--- src/hw/rtl/rrf_pkg.sv ---
package rrf_pkg;

  // Frame geometry limits.
  localparam int MAX_WIDTH  = 256;
  localparam int MAX_HEIGHT = 256;
  localparam int STORE_SIZE = MAX_WIDTH * MAX_HEIGHT;

  // Store addressing and pixel count widths.
  localparam int ADDR_W  = (STORE_SIZE > 1) ? $clog2(STORE_SIZE) : 1;
  localparam int TOTAL_W = $clog2(STORE_SIZE + 1);

  // Clamped size widths and physical coordinate widths.
  localparam int PW_W  = $clog2(MAX_WIDTH + 1);
  localparam int PH_W  = $clog2(MAX_HEIGHT + 1);
  localparam int COL_W = (MAX_WIDTH > 1) ? $clog2(MAX_WIDTH) : 1;
  localparam int ROW_W = (MAX_HEIGHT > 1) ? $clog2(MAX_HEIGHT) : 1;

  // Field widths fixed by the interface.
  localparam int OP_W       = 2;
  localparam int COORD_W    = 16;
  localparam int COLOR_W    = 16;
  localparam int SIZE_W     = 9;
  localparam int ROT_W      = 2;
  localparam int CFG_IDX_W  = 2;
  localparam int CFG_DATA_W = 9;

  // Opcodes of an input word.
  typedef enum logic [OP_W-1:0] {
    OP_DRAW = 2'd0,
    OP_FILL = 2'd1,
    OP_READ = 2'd2,
    OP_NONE = 2'd3
  } opcode_t;

  // Configuration register indexes.
  localparam logic [CFG_IDX_W-1:0] REG_PANEL_WIDTH  = 2'd0;
  localparam logic [CFG_IDX_W-1:0] REG_PANEL_HEIGHT = 2'd1;
  localparam logic [CFG_IDX_W-1:0] REG_ROTATION     = 2'd2;

  // Rotation codes in quarter turns.
  localparam logic [ROT_W-1:0] ROT_0   = 2'd0;
  localparam logic [ROT_W-1:0] ROT_90  = 2'd1;
  localparam logic [ROT_W-1:0] ROT_180 = 2'd2;
  localparam logic [ROT_W-1:0] ROT_270 = 2'd3;

  // Reset values of the size registers.
  localparam logic [SIZE_W-1:0] RESET_SIZE = 9'd256;

  // Effective frame geometry handed from the register block to the controller.
  typedef struct packed {
    logic [PW_W-1:0]  pw;
    logic [PH_W-1:0]  ph;
    logic [ROT_W-1:0] rot;
  } geom_t;

  // Width register clamped to 1..MAX_WIDTH.
  function automatic logic [PW_W-1:0] clamp_width(input logic [SIZE_W-1:0] v);
    logic [PW_W-1:0] r;
    if (v == '0) begin
      r = PW_W'(1);
    end else if (32'(v) > MAX_WIDTH) begin
      r = PW_W'(MAX_WIDTH);
    end else begin
      r = PW_W'(v);
    end
    return r;
  endfunction

  // Height register clamped to 1..MAX_HEIGHT.
  function automatic logic [PH_W-1:0] clamp_height(input logic [SIZE_W-1:0] v);
    logic [PH_W-1:0] r;
    if (v == '0) begin
      r = PH_W'(1);
    end else if (32'(v) > MAX_HEIGHT) begin
      r = PH_W'(MAX_HEIGHT);
    end else begin
      r = PH_W'(v);
    end
    return r;
  endfunction

endpackage

--- src/hw/rtl/rrf_cfg_if.sv ---
interface rrf_cfg_if;
  logic                           valid;
  logic                           ready;
  logic [rrf_pkg::CFG_IDX_W-1:0]  index;
  logic [rrf_pkg::CFG_DATA_W-1:0] data;

  modport source (output valid, output index, output data, input ready);
  modport sink (input valid, input index, input data, output ready);
endinterface

--- src/hw/rtl/rrf_cfg_regs.sv ---
module rrf_cfg_regs (
  input  logic            clk,
  input  logic            rst,
  rrf_cfg_if.sink         cfg,
  output rrf_pkg::geom_t  geom
);

  logic [rrf_pkg::SIZE_W-1:0] panel_width;
  logic [rrf_pkg::SIZE_W-1:0] panel_height;
  logic [rrf_pkg::ROT_W-1:0]  rotation;

  // Writes are always taken; an index past the list is dropped.
  assign cfg.ready = 1'b1;

  always_ff @(posedge clk) begin
    if (rst) begin
      panel_width  <= rrf_pkg::RESET_SIZE;
      panel_height <= rrf_pkg::RESET_SIZE;
      rotation     <= rrf_pkg::ROT_0;
    end else if (cfg.valid) begin
      case (cfg.index)
        rrf_pkg::REG_PANEL_WIDTH:  panel_width  <= cfg.data;
        rrf_pkg::REG_PANEL_HEIGHT: panel_height <= cfg.data;
        rrf_pkg::REG_ROTATION:     rotation     <= cfg.data[rrf_pkg::ROT_W-1:0];
        default: ;
      endcase
    end
  end

  // Sizes out of range are pulled into 1..MAX.
  always_comb begin
    geom.pw  = rrf_pkg::clamp_width(panel_width);
    geom.ph  = rrf_pkg::clamp_height(panel_height);
    geom.rot = rotation;
  end

endmodule

--- src/flat_wrapper.sv ---
// flat-port wrapper written by rule: the top's interface ports become plain ports
module rrf_cfg_regs_flat 
  (clk, rst, geom, cfg_valid, cfg_index, cfg_data, cfg_ready);
  rrf_cfg_if cfg_i ();
  input  logic clk;
  input  logic rst;
  output rrf_pkg::geom_t geom;
  input wire logic [$bits(cfg_i.valid)-1:0] cfg_valid;
  input wire logic [$bits(cfg_i.index)-1:0] cfg_index;
  input wire logic [$bits(cfg_i.data)-1:0] cfg_data;
  output wire logic [$bits(cfg_i.ready)-1:0] cfg_ready;
  assign cfg_i.valid = cfg_valid;
  assign cfg_i.index = cfg_index;
  assign cfg_i.data = cfg_data;
  assign cfg_ready = cfg_i.ready;
  rrf_cfg_regs u_core (.clk(clk), .rst(rst), .cfg(cfg_i), .geom(geom));
endmodule
--- config.mk ---
export PLATFORM = sky130hd
export DESIGN_NAME = rrf_cfg_regs_flat
export DESIGN_NICKNAME = d
export VERILOG_FILES = /design/src/hw/rtl/rrf_pkg.sv /design/src/hw/rtl/rrf_cfg_if.sv /design/src/hw/rtl/rrf_cfg_regs.sv /design/src/flat_wrapper.sv
export SDC_FILE = /design/constraint.sdc
export NUM_CORES = 1
export LEC_CHECK = 0
export BUFFER_PORTS_ARGS = -buffer_cell sky130_fd_sc_hd__buf_4
export CAP_MARGIN = 25
export CORE_AREA = 2 2 48 50
export CTS_CLUSTER_SIZE = 40
export DETAILED_ROUTE_END_ITERATION = 10
export DIE_AREA = 0 0 50 52
export GPL_ROUTABILITY_DRIVEN = 0
export GPL_TIMING_DRIVEN = 0
export PLACE_DENSITY_LB_ADDON = 0.3
export SKIP_CTS_REPAIR_TIMING = 1
export SLEW_MARGIN = 20
export SYNTH_ARGS = -nofsm -noshare
export SYNTH_HDL_FRONTEND = slang
export SYNTH_SLANG_ARGS = --single-unit
export TNS_END_PERCENT = 30
--- constraint.sdc ---
create_clock -name clk -period 2.92 [get_ports clk]
set_clock_uncertainty 0.2 [all_clocks]
set_input_delay 0.876 -clock clk [delete_from_list [all_inputs] [get_ports clk]]
set_output_delay 0.876 -clock clk [all_outputs]
set_load 0.01 [all_outputs]
==> out/qor.yml <==
worst_hold_path:
  hp-class: "register to register"
layout:
  finalInstanceArea_mm2: 0.001343
  postLayoutCoreUtil: 0.6376
  areaGrowthSynthToFinish_pct: 32.31
  fin_cells: 171
  final_common_cell: "buf_4"
  diodes: 0
  layout.nets: 158
  layout-drive-gt1-share: 0.3007
  nFillCells: 189
  mostFrequentLayoutCells: "33 x buf_4, 26 x nand2b_1, 20 x mux2i_1, 20 x dfxtp_1, 14 x nor2b_1"
sta:
  setup_violations: 0
  fmax_mhz: 382.2
  min_period_ns: 2.617
  rsz0062_at_grt: "no"
  fin_hold_ws_ns: 0.2892
  fin_setup_tns_ns: 0
  slew_viol_final: 0
  finalHoldViolations: 0
  period_share: 0.8961
  final.setup.worst_slack_ns: 0.3034
global_route:
  grt_max_degree: 13
  antenna_found_initial: 0
  first_global_vias: 828
  track_usage: 0.1795
  grt_overflow: 0
  grt_pass1_wl_mm: 3.560
logic_synthesis:
  synth_area_mm2: 0.001015
  syn-num-nets: 121
  synthCells: 107
  yosys.area.top_type: "dfxtp_1"
  yosysSeqAreaShare: 0.3946
  syn_area_per_cell_um2: 9.483
  yosysUniqueCellTypes: 17
  yosys_warnings: 0
  synth-seq-cells: 20
  netlist_top_cells_area: "dfxtp_1 39%, mux2i_1 20%, nand2b_1 16%"
  synth_top_cell_area_share: 0.3946
route:
  drt_wl_total_mm: 2.096
  first_pass_iters: 4
  avgViaCountPerCell: 4.836
  avgRoutedWirePerCell_um: 12.26
  via_count: 827
  detail-route-antenna-nets: 0
  drc_errors: 0
  drt_iter0_drc: 7
floorplan:
  die_h_um: 52
  dieArea_mm2: 0.002600
  start_util: 0.4819
  die_w_um: 50
  rows: 17
  core-area_mm2: 0.002106
  io_pins: 35
clocking:
  ctsLongestPathBuffers: 2
  cts-root-buf: "clkbuf_4"
  htree_levels: 1
  cts_tree: "yes"
  cts.sinks: 20
  cts_buffers: 3
  clk-insertion-delay-late_ns: 0.30
  clkTransAtPathRegs_ns: 0.12
power_and_ir_drop:
  ir_worst_vdd_mv: 0.2632
  p_per_area_mw_per_mm2: 434.7
  power_mw: 0.5836
  p_leak_nw: 0.6003
placed_design:
  portBuffers: 32
  place_inst: 167
  place_hpwl_mm: 1.618
  placed_area_mm2: 0.001290
  place_ws_ns: 0.6583
run_status:
  status: "completed"
worst_setup_path:
  cp-end-kind: "output pin"
  cp.arrival_ns: 1.54
  critPathLaunchType: "register"
  cp_max_fo: 10
  worstPathRequired_ns: 1.84
  rrSetupSlack_ns: 1.91
  critPathKind: "register to output pin"
run:
  cap_violations: 0
-- cell type report --
| class | instances | area, um2 | share of cell area |
|---|---|---|---|
| Inverter | 2 | 7.507 | 0.005592 |
| Clock inverter | 1 | 30.03 | 0.02237 |
| Multi-Input combinational cell | 75 | 554.3 | 0.4129 |
| Clock buffer | 3 | 22.52 | 0.01678 |
| Buffer | 10 | 52.55 | 0.03914 |
| Timing Repair Buffer | 32 | 240.2 | 0.1789 |
| Sequential cell | 20 | 400.4 | 0.2982 |
| Tap cell | 28 | 35.03 | 0.02610 |
-- cells by family (layout without fill, tap and decap cells) --
group	after synthesis	count (layout)	synth area share
other	1	1	0.003696
AND/OR/NAND/NOR	52	52	0.3329
multiplexers	20	20	0.1973
buffers and inverters	12	48	0.05919
AO/OA/AOI/OAI	2	2	0.01233
flip-flops	20	20	0.3946
-- worst max-delay path: stages, from the launching register on --
cell     delay, ns
dfxtp_1       0.33
buf_2         0.17
or4_1         0.47
o22ai_1       0.13
buf_4         0.14
-- report_power, final --
part	internal, mW	switching, mW
Clock	0.139	0.0857
Sequential	0.282	0.00587
Combinational	0.0400	0.0308
Total	0.461	0.122
-- routing by layer --
layer / share of wire / track usage / up-vias
met1: 0.44 / 0.2057 / 376
met5: 0 / 0 / -
li1: - / - / 422
met4: 0.016 / 0.06944 / 0
met2: 0.49 / 0.3268 / 24
met3: 0.051 / 0.03448 / 5
-- sequential cells by signal, summed over array words and instances (netlist names) --
signal / flops
u_core.panel_width: 9
u_core.panel_height: 9
u_core.rotation: 2
-- Yosys cell counts --
cell,n
nor3b_2,1
inv_1,2
and3b_2,1
or3b_1,1
dfxtp_1,20
conb_1,1
buf_2,3
nand3b_1,2
clkbuf_1,5
buf_4,1
buf_6,1
mux2i_1,20
o22ai_1,2
nand2b_1,26
or4_1,4
nor2b_1,14
nor2_1,3
-- final timing paths --
check	from	to	cells after the start
setup / recovery	u_core.panel_height[8]$_SDFFE_PP1P_	geom[2]	4
hold / removal	u_core.panel_width[0]$_SDFFE_PP0P_	u_core.panel_width[0]$_SDFFE_PP0P_	2
setup reg to reg	u_core.panel_height[8]$_SDFFE_PP1P_	u_core.panel_height[8]$_SDFFE_PP1P_	3
hold reg to reg	u_core.panel_width[0]$_SDFFE_PP0P_	u_core.panel_width[0]$_SDFFE_PP0P_	2
Note: power is estimated with default switching activity, not from simulation.
